==> src/design/rms_pkg.sv <==
package rms_pkg;

   // Default sizes handed to the top level parameters.
   localparam int DEF_MAX_TASK_SLOTS = 8;
   localparam int DEF_COUNT_BITS     = 16;

   // Fixed field widths of the stream payloads.
   localparam int SLOT_W     = 3;
   localparam int PERIOD_W   = 16;
   localparam int BURST_W    = 16;
   localparam int ACTIVE_W   = 4;
   localparam int REQ_DATA_W = 40;
   localparam int RSP_DATA_W = 8;

   // Request kinds carried on tuser.
   localparam logic FUNC_LOAD = 1'b0;
   localparam logic FUNC_TICK = 1'b1;

   // Control from the sequencer to the shared compare unit.
   typedef struct packed {
      logic start;   // clear the best candidate at the start of a tick
      logic step;    // one task entry is on the read data this cycle
   } scan_ctl_type;

endpackage

==> src/design/rms_ram.sv <==
module rms_ram #(
   parameter int WIDTH = 32,
   parameter int DEPTH = 8
) (
   input  logic                                  clock,
   input  logic                                  wr_en,
   input  logic [((DEPTH > 1) ? $clog2(DEPTH) : 1)-1:0] wr_addr,
   input  logic [WIDTH-1:0]                      wr_data,
   input  logic [((DEPTH > 1) ? $clog2(DEPTH) : 1)-1:0] rd_addr,
   output logic [WIDTH-1:0]                      rd_data
);

   logic [WIDTH-1:0] mem_ff [DEPTH];

   // One write port and one registered read port.
   always_ff @(posedge clock) begin
      if (wr_en) begin
         mem_ff[wr_addr] <= wr_data;
      end
      rd_data <= mem_ff[rd_addr];
   end

endmodule

==> src/design/rms_slot_unit.sv <==
module rms_slot_unit #(
   parameter int SLOT_BITS  = 3,
   parameter int COUNT_BITS = 16
) (
   input  logic                      clock,
   input  logic                      reset,
   input  rms_pkg::scan_ctl_type     ctl,
   input  logic [SLOT_BITS-1:0]      idx,
   input  logic [COUNT_BITS-1:0]     period,
   input  logic [COUNT_BITS-1:0]     burst,
   input  logic [COUNT_BITS-1:0]     rem,
   input  logic [COUNT_BITS-1:0]     phase,
   output logic [COUNT_BITS-1:0]     rem_new,
   output logic [COUNT_BITS-1:0]     phase_new,
   output logic                      found,
   output logic [SLOT_BITS-1:0]      pick,
   output logic [COUNT_BITS-1:0]     best_rem,
   output logic [COUNT_BITS-1:0]     best_phase
);

   import rms_pkg::*;

   logic [COUNT_BITS-1:0] phase_inc;
   logic                  take;
   logic                  found_ff;
   logic                  found_in;
   logic [SLOT_BITS-1:0]  pick_ff;
   logic [COUNT_BITS-1:0] best_period_ff;
   logic [COUNT_BITS-1:0] best_rem_ff;
   logic [COUNT_BITS-1:0] best_phase_ff;

   // Release the task when its phase is zero, then advance the phase.
   always_comb begin
      rem_new   = (phase == '0) ? burst : rem;
      phase_inc = phase + COUNT_BITS'(1);
      phase_new = (phase_inc >= period) ? '0 : phase_inc;
   end

   // A ready task wins only on a strictly shorter period, so ties keep the lower index.
   assign take = (rem_new != '0) && (!found_ff || (period < best_period_ff));

   always_comb begin
      found_in = found_ff;
      if (ctl.start) begin
         found_in = 1'b0;
      end else if (ctl.step && take) begin
         found_in = 1'b1;
      end
   end

   always_ff @(posedge clock) begin
      if (reset) begin
         found_ff <= 1'b0;
      end else begin
         found_ff <= found_in;
      end
   end

   // Best candidate payload, with the values it will be written back with.
   always_ff @(posedge clock) begin
      if (ctl.step && take && !ctl.start) begin
         pick_ff        <= idx;
         best_period_ff <= period;
         best_rem_ff    <= rem_new;
         best_phase_ff  <= phase_new;
      end
   end

   assign found      = found_ff;
   assign pick       = pick_ff;
   assign best_rem   = best_rem_ff;
   assign best_phase = best_phase_ff;

endmodule

==> src/design/rate_monotonic_scheduler.sv <==
// Rate-monotonic tick scheduler.
// Requests arrive on the req_ stream. tuser selects the kind: a load transfer
// writes one task entry (period, burst) and clears its remaining work and
// phase; a tick transfer advances the schedule by one time step and returns
// exactly one transfer on the rsp_ stream with the task that ran, an idle
// flag and a switch flag. Loads return nothing. The csr_ channel writes the
// number of active task entries; write it only while no tick is in flight.
// A load is written in the cycle it is accepted. A tick walks the active
// entries one per cycle through a single shared release and compare unit
// over the shared read address of the parameter and state memories, and the
// block accepts no request meanwhile. The result sits in an output register;
// a new request is accepted while it waits. If the receiver stalls, the next
// tick halts at its final write-back until the previous result is taken.
// Reset clears the active count, all remaining work and phases and marks the
// previous tick as idle; loaded periods and bursts are undefined until
// written.
module rate_monotonic_scheduler #(
   parameter int MAX_TASK_SLOTS = rms_pkg::DEF_MAX_TASK_SLOTS,
   parameter int COUNT_BITS     = rms_pkg::DEF_COUNT_BITS
) (
   input  logic                              clock,
   input  logic                              reset,
   // Request stream.
   input  logic                              req_tvalid,
   output logic                              req_tready,
   // tdata: task_slot[2:0], task_period[18:3], task_burst[34:19], zeros above.
   input  logic [rms_pkg::REQ_DATA_W-1:0]    req_tdata,
   // tuser: func (0 load, 1 tick).
   input  logic                              req_tuser,
   // Result stream.
   output logic                              rsp_tvalid,
   input  logic                              rsp_tready,
   // tdata: running_task[2:0], cpu_idle[3], switched[4], zeros above.
   output logic [rms_pkg::RSP_DATA_W-1:0]    rsp_tdata,
   // Active task count register.
   input  logic                              csr_valid,
   output logic                              csr_ready,
   input  logic [rms_pkg::ACTIVE_W-1:0]      csr_data
);

   import rms_pkg::*;

   localparam int SLOT_BITS = (MAX_TASK_SLOTS > 1) ? $clog2(MAX_TASK_SLOTS) : 1;
   localparam int CNT_BITS  = $clog2(MAX_TASK_SLOTS + 1);
   localparam int ENTRY_W   = 2 * COUNT_BITS;

   typedef enum logic [1:0] {
      ST_IDLE,
      ST_SCAN,
      ST_COMMIT
   } state_type;

   state_type               state_ff;
   logic [ACTIVE_W-1:0]     active_ff;
   logic [SLOT_BITS-1:0]    idx_ff;
   logic                    prev_idle_ff;
   logic [SLOT_BITS-1:0]    prev_idx_ff;
   logic                    rsp_valid_ff;
   logic [RSP_DATA_W-1:0]   rsp_data_ff;
   logic [MAX_TASK_SLOTS-1:0] valid_ff;
   logic                    rd_valid_ff;

   logic                    req_go;
   logic                    load_go;
   logic                    tick_go;
   logic                    commit_go;
   logic                    scan_last;
   logic [CNT_BITS-1:0]     n_tasks;

   logic [SLOT_W-1:0]       req_slot;
   logic [PERIOD_W-1:0]     req_period;
   logic [BURST_W-1:0]      req_burst;
   logic                    slot_ok;

   logic                    wr_en;
   logic [SLOT_BITS-1:0]    wr_addr;
   logic [ENTRY_W-1:0]      par_wr_data;
   logic [ENTRY_W-1:0]      st_wr_data;
   logic [SLOT_BITS-1:0]    rd_addr;
   logic [ENTRY_W-1:0]      par_rd_data;
   logic [ENTRY_W-1:0]      st_rd_data;

   logic [COUNT_BITS-1:0]   rem_rd;
   logic [COUNT_BITS-1:0]   phase_rd;
   logic [COUNT_BITS-1:0]   rem_new;
   logic [COUNT_BITS-1:0]   phase_new;
   logic                    found;
   logic [SLOT_BITS-1:0]    pick;
   logic [COUNT_BITS-1:0]   best_rem;
   logic [COUNT_BITS-1:0]   best_phase;
   logic                    switched;
   scan_ctl_type            scan_ctl;

   // Request field unpacking.
   assign req_slot   = req_tdata[SLOT_W-1:0];
   assign req_period = req_tdata[SLOT_W +: PERIOD_W];
   assign req_burst  = req_tdata[SLOT_W+PERIOD_W +: BURST_W];
   assign slot_ok    = (32'(req_slot) < 32'(MAX_TASK_SLOTS));

   assign req_tready = (state_ff == ST_IDLE);
   assign req_go     = req_tvalid && req_tready;
   assign load_go    = req_go && (req_tuser == FUNC_LOAD) && slot_ok;
   assign tick_go    = req_go && (req_tuser == FUNC_TICK);
   assign commit_go  = (state_ff == ST_COMMIT) && (!rsp_valid_ff || rsp_tready);

   // Active count saturates at the number of task slots.
   assign n_tasks   = (32'(active_ff) > 32'(MAX_TASK_SLOTS)) ? CNT_BITS'(MAX_TASK_SLOTS)
                                                              : CNT_BITS'(active_ff);
   assign scan_last = ((32'(idx_ff) + 32'd1) == 32'(n_tasks));

   // Memory write port: load, scan write-back, or the final decrement.
   always_comb begin
      wr_en       = 1'b0;
      wr_addr     = idx_ff;
      par_wr_data = {COUNT_BITS'(req_burst), COUNT_BITS'(req_period)};
      st_wr_data  = {rem_new, phase_new};
      case (state_ff)
         ST_IDLE: begin
            wr_en   = load_go;
            wr_addr = SLOT_BITS'(req_slot);
            st_wr_data = '0;
         end
         ST_SCAN: begin
            wr_en = 1'b1;
         end
         ST_COMMIT: begin
            wr_en      = commit_go && found;
            wr_addr    = pick;
            st_wr_data = {best_rem - COUNT_BITS'(1), best_phase};
         end
         default: begin
            wr_en = 1'b0;
         end
      endcase
   end

   // The scan reads one entry ahead of the one being processed.
   assign rd_addr = (state_ff == ST_SCAN) ? (idx_ff + SLOT_BITS'(1)) : '0;

   rms_ram #(
      .WIDTH (ENTRY_W),
      .DEPTH (MAX_TASK_SLOTS)
   ) u_param_ram (
      .clock   (clock),
      .wr_en   (wr_en && (state_ff == ST_IDLE)),
      .wr_addr (wr_addr),
      .wr_data (par_wr_data),
      .rd_addr (rd_addr),
      .rd_data (par_rd_data)
   );

   rms_ram #(
      .WIDTH (ENTRY_W),
      .DEPTH (MAX_TASK_SLOTS)
   ) u_state_ram (
      .clock   (clock),
      .wr_en   (wr_en),
      .wr_addr (wr_addr),
      .wr_data (st_wr_data),
      .rd_addr (rd_addr),
      .rd_data (st_rd_data)
   );

   // Entries never written since reset read as zero work and zero phase.
   always_ff @(posedge clock) begin
      if (reset) begin
         valid_ff    <= '0;
         rd_valid_ff <= 1'b0;
      end else begin
         if (wr_en) begin
            valid_ff[wr_addr] <= 1'b1;
         end
         rd_valid_ff <= valid_ff[rd_addr];
      end
   end

   assign rem_rd   = rd_valid_ff ? st_rd_data[ENTRY_W-1:COUNT_BITS] : '0;
   assign phase_rd = rd_valid_ff ? st_rd_data[COUNT_BITS-1:0]       : '0;

   assign scan_ctl.start = tick_go;
   assign scan_ctl.step  = (state_ff == ST_SCAN);

   rms_slot_unit #(
      .SLOT_BITS  (SLOT_BITS),
      .COUNT_BITS (COUNT_BITS)
   ) u_slot_unit (
      .clock      (clock),
      .reset      (reset),
      .ctl        (scan_ctl),
      .idx        (idx_ff),
      .period     (par_rd_data[COUNT_BITS-1:0]),
      .burst      (par_rd_data[ENTRY_W-1:COUNT_BITS]),
      .rem        (rem_rd),
      .phase      (phase_rd),
      .rem_new    (rem_new),
      .phase_new  (phase_new),
      .found      (found),
      .pick       (pick),
      .best_rem   (best_rem),
      .best_phase (best_phase)
   );

   assign switched = found ? (prev_idle_ff || (prev_idx_ff != pick)) : !prev_idle_ff;

   // Sequencer, previous choice and result register.
   always_ff @(posedge clock) begin
      if (reset) begin
         state_ff     <= ST_IDLE;
         active_ff    <= '0;
         idx_ff       <= '0;
         prev_idle_ff <= 1'b1;
         prev_idx_ff  <= '0;
         rsp_valid_ff <= 1'b0;
      end else begin
         if (csr_valid) begin
            active_ff <= csr_data;
         end
         if (rsp_tready && !commit_go) begin
            rsp_valid_ff <= 1'b0;
         end
         case (state_ff)
            ST_IDLE: begin
               idx_ff <= '0;
               if (tick_go) begin
                  state_ff <= (n_tasks == '0) ? ST_COMMIT : ST_SCAN;
               end
            end
            ST_SCAN: begin
               idx_ff <= idx_ff + SLOT_BITS'(1);
               if (scan_last) begin
                  state_ff <= ST_COMMIT;
               end
            end
            ST_COMMIT: begin
               if (commit_go) begin
                  rsp_valid_ff <= 1'b1;
                  rsp_data_ff  <= {3'b000, switched, !found,
                                   found ? SLOT_W'(pick) : SLOT_W'(0)};
                  prev_idle_ff <= !found;
                  prev_idx_ff  <= found ? pick : '0;
                  state_ff     <= ST_IDLE;
               end
            end
            default: begin
               state_ff <= ST_IDLE;
            end
         endcase
      end
   end

   assign rsp_tvalid = rsp_valid_ff;
   assign rsp_tdata  = rsp_data_ff;
   assign csr_ready  = 1'b1;

   // An idle result never names a task.
   a_idle_zero_task: assert property (@(posedge clock) disable iff (reset)
      rsp_tvalid |-> (!rsp_tdata[3] || (rsp_tdata[2:0] == 3'd0)))
      else $error("idle result carries a task index");

   // A load never produces a result.
   a_load_silent: assert property (@(posedge clock) disable iff (reset)
      (req_tvalid && req_tready && (req_tuser == FUNC_LOAD) && !rsp_tvalid)
      |=> !rsp_tvalid)
      else $error("load transfer produced a result");

   // The best candidate never lies ahead of the entry being scanned.
   a_pick_behind: assert property (@(posedge clock) disable iff (reset)
      ((state_ff == ST_SCAN) && found) |-> (pick < idx_ff))
      else $error("picked task is beyond the scan position");

   // A new result is only loaded once the previous one has been taken.
   a_no_overwrite: assert property (@(posedge clock) disable iff (reset)
      (rsp_tvalid && !rsp_tready) |=> ($stable(rsp_tdata) || !$past(commit_go)))
      else $error("pending result was overwritten");

endmodule
==> config.mk <==
export PLATFORM = sky130hd
export DESIGN_NAME = rate_monotonic_scheduler
export DESIGN_NICKNAME = d
export VERILOG_FILES = /design/src/design/rms_pkg.sv /design/src/design/rms_ram.sv /design/src/design/rms_slot_unit.sv /design/src/design/rate_monotonic_scheduler.sv
export SDC_FILE = /design/constraint.sdc
export NUM_CORES = 1
export LEC_CHECK = 0
export BUFFER_PORTS_ARGS = -buffer_cell sky130_fd_sc_hd__buf_4
export CORE_ASPECT_RATIO = 1.5
export CORE_MARGIN = 5
export CORE_UTILIZATION = 55
export CTS_CLUSTER_DIAMETER = 50
export DETAILED_ROUTE_END_ITERATION = 8
export GPL_ROUTABILITY_DRIVEN = 0
export PLACE_DENSITY = 0.68
export SYNTH_ARGS = -nofsm -noshare
export SYNTH_HDL_FRONTEND = slang
export SYNTH_SLANG_ARGS = --single-unit
==> constraint.sdc <==
create_clock -name clock -period 5 [get_ports clock]
set_input_delay 0.25 -clock clock [delete_from_list [all_inputs] [get_ports clock]]
set_output_delay 0.25 -clock clock [all_outputs]
set_load 0.03 [all_outputs]
# [After elaboration in Yosys (flattened, before gate mapping)]
# Memory sizes are Yosys's and may differ from the RTL's. A register that Yosys moved wholly into a read port is not among the register bits.
# Index checks and enable logic that the tools add are counted.
[op_classes] bitwise=3 mux=28 addsub=4 order_cmp=6 n_eq_ne=7 n_reduce_logical=28
[ops] op="$mux 16" n=4
[ops] op="$pmux 32 s2" n=1
[ops] op="$add 16x1->16 const B" n=1
[ops] op="$ge 16x16->1" n=1
[ops] op="$logic_not 16->1" n=1
[ops] op="$lt 16x16->1" n=1
[ops] op="$reduce_bool 16->1" n=1
[ops] op="$sub 16x1->16 const B" n=1
[ops] op="$pmux 3 s2" n=2
[ops] op="$logic_and 1x1->1" n=11
[ops] op="$mux 1" n=10
[ops] op="$lt 3x4->1 const B" n=2
[ops] op="$mux 2" n=4
[ops] op="$or 8x8->8" n=1
[ops] op="$mux 3" n=2
[ops] op="$pmux 2 s3" n=1
[ops] op="$reduce_and 3->1" n=2
[ops] op="$logic_not 1->1" n=5
[ops] op="$add 3x1->4 const B" n=1
[ops] op="$eq 4x4->1" n=1
[ops] op="$gt 4x4->1 const B" n=1
[ops] op="$logic_not 4->1" n=1
[ops] op="$mux 4" n=1
[ops] op="$ne 2x2->1 const B" n=2
[ops] op="15 further kinds" n=18
[totals] out_inout_bits=11 ff_bits=80 ram_bits=512 inputBits=50 mem_count=2
[memory_table] name="u_param_ram.mem_ff" depth=8 word_bits=32 read_ports=1 rd_ports_with_merged_regs=1 write_ports=1 line="rms_ram.sv:13" text="logic [WIDTH-1:0] mem_ff [DEPTH];"
[memory_table] name="u_state_ram.mem_ff" depth=8 word_bits=32 read_ports=1 rd_ports_with_merged_regs=1 write_ports=1 line="rms_ram.sv:13"

# [Depth between registers and ports, before layout]
[depth] depth_word=8 mapped_depth=16

# [Cells and area by module]
# A second synthesis with hierarchy kept.
[hier_totals] hier_cells=1375 area_unflattened_um2=26231.4
[modules_own_cells] module="rms_ram" area_per_inst_um2=10466.3 seq_area_each_um2=8328.0 n_inst=2 cells_per_inst=415
[modules_own_cells] module="rms_slot_unit" area_per_inst_um2=3118.0 seq_area_each_um2=1551.5 n_inst=1 cells_per_inst=256
[modules_own_cells] module="rate_monotonic_scheduler" area_per_inst_um2=2180.8 seq_area_each_um2=610.6 n_inst=1 cells_per_inst=289

# [Least setup slack after synthesis]
# OpenSTA, ideal clock, no wires.
[synth_path] path_type="register to register" from="register rd_valid_ff" to="register u_slot_unit.best_period_ff[0] (enable)" path_slack_ns=0.477 required_ns=4.546 n_path_buf=3 path_stages_with_launch=12 synth_period_minus_slack_ns=4.523 arrival_time_ns=4.069 path_cell_list="dfxtp_1 buf_6 clkbuf_1 and2_1 inv_1 ha_1 nor4b_1 a41oi_2 buf_4 a41oi_1 o21ai_1 a211oi_2"
[synth_between] elab_chain_cells=7 word_cells_on_any_way=8 cone_classes="mux: 3; reduce/logical: 5"
[synth_rtl] element="from (decl)" line="rate_monotonic_scheduler.sv:61" text="logic rd_valid_ff;"
[synth_rtl] element="from (signal assigned)" line="rate_monotonic_scheduler.sv:173" text="rd_valid_ff <= valid_ff[rd_addr];"
[synth_rtl] element="$mux 16" line="rate_monotonic_scheduler.sv:178" text="assign phase_rd = rd_valid_ff ? st_rd_data[COUNT_BITS-1:0] : '0;"
[synth_rtl] element="$logic_not 16->1" line="rms_slot_unit.sv:34" text="rem_new = (phase == '0) ? burst : rem;"
[synth_rtl] element="$mux 16 (*)" line="rms_slot_unit.sv:34"
[synth_rtl] element="$reduce_bool 16->1 (*)" line="rms_slot_unit.sv:40" text="assign take = (rem_new != '0) && (!found_ff || (period < best_period_ff));"
[synth_rtl] element="$logic_and 1x1->1 (*)" line="rms_slot_unit.sv:40"
[synth_rtl] element="$logic_and 1x1->1 (*) (2 in a row)" line="rms_slot_unit.sv:61" text="if (ctl.step && take && !ctl.start) begin"
[synth_rtl] element="to (signal assigned)" line="rms_slot_unit.sv:63" text="best_period_ff <= period;"
[synth_rtl] element="to (decl)" line="rms_slot_unit.sv:28" text="logic [COUNT_BITS-1:0] best_period_ff;"
# Mark *: on every way between the ends. The rest lies on a longest branch, timed or not.
# A chain may end at the register's enable or synchronous reset.

# [Worst setup path after layout]
[layout_path] from="register rd_valid_ff" to="memory u_state_ram.mem_ff[1][9], data pin"
[layout_between] elab_chain_cells=5
[layout_rtl] element="$mux 16 (*)" line="rate_monotonic_scheduler.sv:178"
[layout_rtl] element="$add 16x1->16 (*)" line="rms_slot_unit.sv:35" text="phase_inc = phase + COUNT_BITS'(1);"
[layout_rtl] element="$ge 16x16->1" line="rms_slot_unit.sv:36" text="phase_new = (phase_inc >= period) ? '0 : phase_inc;"
[layout_rtl] element="$mux 16 (*)" line="rms_slot_unit.sv:36"
[layout_rtl] element="$pmux 32 s2 (*)" line="rate_monotonic_scheduler.sv:117" text="case (state_ff)"
[layout_rtl] element="named net st_wr_data[9]" line="rate_monotonic_scheduler.sv:78" text="logic [ENTRY_W-1:0] st_wr_data;"
[layout_rtl] element="to (decl)" line="rms_ram.sv:13"
# Mark *: on every way through the listed nets, which the timed path passes. The rest lies on a longest branch.

==> out/metrics.csv <==
stage,metric,value,unit
timing,worst_slew_pin_slew,1.11,ns
logic_synthesis,async_flop_share,0,%
timing,period_minus_slack,4.27,ns
final_layout,diodes,0,
worst_hold_path,hold_class,input pin to flop,
clock_network,clockBufferDepth,3,
route,vias_per_cell,6.25,
floorplanning,die_h,275,um
logic_synthesis,synth_cell_types,69,
logic_synthesis,synthFlopType,edfxtp_1,
logic_synthesis,synth-seq-cells,656,
worst_setup_path,critical_path_class,flop to flop,
floorplanning,design.core.area,46500,um2
timing,setup_viol,0,
route,wl_per_cell,23.4,um
worst_setup_path,crit_path_end_kind,flop,
route,final_antenna_net_count,0,
power_and_ir_drop,p_leak,9.52,nW
final_layout,syn2layout_area_growth,13.1,%
worst_setup_path,critPathMaxFanout,32,
global_route,grt_pass1_wl,83400,um
worst_setup_path,cp_data_required_time,5.39,ns
route,vias,14300,
route,dr.pass1.iters,5,
timing,slew_headroom,26.1,%
global_route,overflow,0,
floorplanning,start_util,55.3,%
run_status,outcome,finished clean,
flow_run,maxCapViolations,0,
logic_synthesis,yosys.area.top_type,edfxtp_1,
clock_network,cts_tree,built,
route,drt-total-wl,53400,um
logic_synthesis,synth_common_cells,"edfxtp_1, o221ai_1, nor2_1",
final_layout,nNetsFinal,1727,
timing,fin_crit_sh,85.3,%
power_and_ir_drop,ir_drop,0.320,mV
worst_setup_path,crit_path_start_kind,flop,
timing,holdWs,0.0610,ns
logic_synthesis,synth.avg_cell_area,16.5,um2
global_route,grt_pass1_vias,14600,
logic_synthesis,syn_inst,1556,
clock_network,clk_pin_slew,0.06,ns
global_route,antenna_found_initial,0,
logic_synthesis,yosysMostFrequentCell,edfxtp_1,
global_route,grtUsageTotal,20.6,%
worst_setup_path,worst-path-buf-inv,2,
power_and_ir_drop,power_density,387,nW/um2
route,initialDrtViolationCount,1283,
floorplanning,row_count,97,
timing,rsz0062_at_grt,false,
final_layout,drive_gt1_share,16.0,%
logic_synthesis,yosysSeqAreaShare,73.3,%
route,route.detailed.drc,0,
timing,clock.fmax,0.234,GHz
timing,tns,0,ns
worst_setup_path,cp_top_family,compound AO/OA/AOI/OAI gates,
floorplanning,io_pins,61,
logic_synthesis,synth_top_area_share,66.4,%
clock_network,cts_inserted_buffers,57,
clock_network,cts_htree_levels,2,
clock_network,clock_sinks,656,
clock_network,cts_root_buf,clkbuf_16,
clock_network,cts_setup_buffers,0,
worst_setup_path,max_stage_delay,0.96,ns
worst_setup_path,cp.arrival,4.66,ns
timing,skew,0.0124,ns
worst_setup_path,critPathSlowestCell,o2111a_1,
floorplanning,die_w,186,um
worst_setup_path,cp_cell_sequence,"buf_4, nand2_1, inv_1, ha_1, nand4_1, nor2_1, and3_1, mux2i_1, ha_1, o21ai_0, o21ai_0, o2111ai_1, o2111a_1, a32o_1",
final_layout,fill_cells,3267,
floorplanning,die_area,51200,um2
clock_network,clk_latency,0.59,ns
logic_synthesis,synth_edf_count,568,
timing,slew_violations,0,
logic_synthesis,netlist_area,25700,um2
placement,hpwl,30900,um
global_route,grt_max_degree,83,
worst_setup_path,r2r_slack,0.73,ns
logic_synthesis,ys_top_cells_by_area,"edfxtp_1, dfxtp_1, mux4_2",
logic_synthesis,yosysWarnings,0,
placement,port_buffers,51,
timing,hold_viol_final,0,
-- metrics by stage --
step / setup slack (ns) / cell area [um2] / instances / total power, mW / util, %
6_report: 0.734 / 29100 / 2285 / 11.2 / 62.5
5_1_grt: 0.291 / 29100 / 2285 / 11.6 / 62.5
4_1_cts: 0.786 / 29100 / 2285 / 11.3 / 62.5
3_5_place_dp: 0.785 / 26700 / 2134 / 6.89 / 57.4
3_3_place_gp: 0.870 / 26700 / 2134 / 6.86 / 57.4
2_1_floorplan: 0.477 / 25700 / 1558 / 6.66 / -
-- tightest hold or removal path: cells and delay by family --
kind	cells	cell delay [ns]
and+or+nand+nor	1	0.14
buffers and inverters	1	0.11
AOI/OAI and AO/OA	1	0.09
-- per-layer routing --
metal	track usage (%)	vias to the layer above	share of wire, %
met5	0	-	0
met4	6.53	0	2.8
met2	36.2	435	52
met1	27.2	7341	41
met3	2.44	111	4.6
li1	-	6398	-
-- worst paths after layout --
check | endpoint | from | depth (start not counted)
max | u_state_ram.mem_ff[1][9]$_DFFE_PP_ | rd_valid_ff$_SDFF_PP0_ | 14
min | rsp_tvalid$_SDFF_PP0_ | rsp_tready | 3
max reg2reg | u_state_ram.mem_ff[1][9]$_DFFE_PP_ | rd_valid_ff$_SDFF_PP0_ | 14
min reg2reg | valid_ff[6]$_SDFFE_PP0P_ | valid_ff[6]$_SDFFE_PP0P_ | 2
-- registers in the layout (all words and copies together) (netlist names), 8 cells and up --
signal                      flops
u_slot_unit.best_phase         16
u_param_ram.mem_ff            256
u_state_ram.rd_data            32
u_slot_unit.best_period_ff     16
u_param_ram.rd_data            32
u_slot_unit.best_rem           16
u_state_ram.mem_ff            256
valid_ff                        8
-- cells by family (layout without fill, tap and decap cells) --
logic type	after synthesis	after routing	share of synthesized area, %
flip-flops	656	656	73.3
AO/OA/AOI/OAI	302	302	8.97
AND/OR/NAND/NOR	292	292	5.65
buffers and inverters	158	291	3.07
multiplexers	82	82	6.32
adder cells (fa/ha/maj)	35	35	1.70
XOR/XNOR	29	29	0.989
other	2	4	0.0292
-- power breakdown --
| part | internal [mW] | leakage (nW) | switching [mW] |
|---|---|---|---|
| combinational | 0.225 | 2.62 | 0.375 |
| sequential | 6.11 | 5.97 | 0.0886 |
| clock | 2.58 | 0.933 | 1.87 |
-- placed cells by master (no fill, tap or decap), types with 17 or more instances in the layout --
cell type,count
clkbuf_1,21
mux4_2,64
a31oi_1,65
buf_4,79
a21oi_1,26
mux2i_1,17
edfxtp_1,568
dlygate4sd3_1,43
o21ai_0,21
inv_1,56
nor2_1,99
nand2_1,54
o221ai_1,128
dfxtp_1,86
clkbuf_16,59
ha_1,35
and2_1,27
nor2_4,17
-- what timing repair did --
action,4_1_cts,5_1_grt
endpoints found under the hold margin,264,0
hold buffers,43,0
resized for setup,0,0
-- layout make-up --
class / count / area, um2 / area share (%)
Clock inverter: 22 / 288 / 0.991
Clock buffer: 86 / 1640 / 5.64
Timing Repair Buffer: 127 / 1120 / 3.87
Tap cell: 594 / 743 / 2.56
Multi-Input combinational cell: 744 / 6230 / 21.4
Inverter: 56 / 210 / 0.724
Sequential cell: 656 / 18800 / 64.8
No activity file was read; power rests on OpenSTA's default activity.
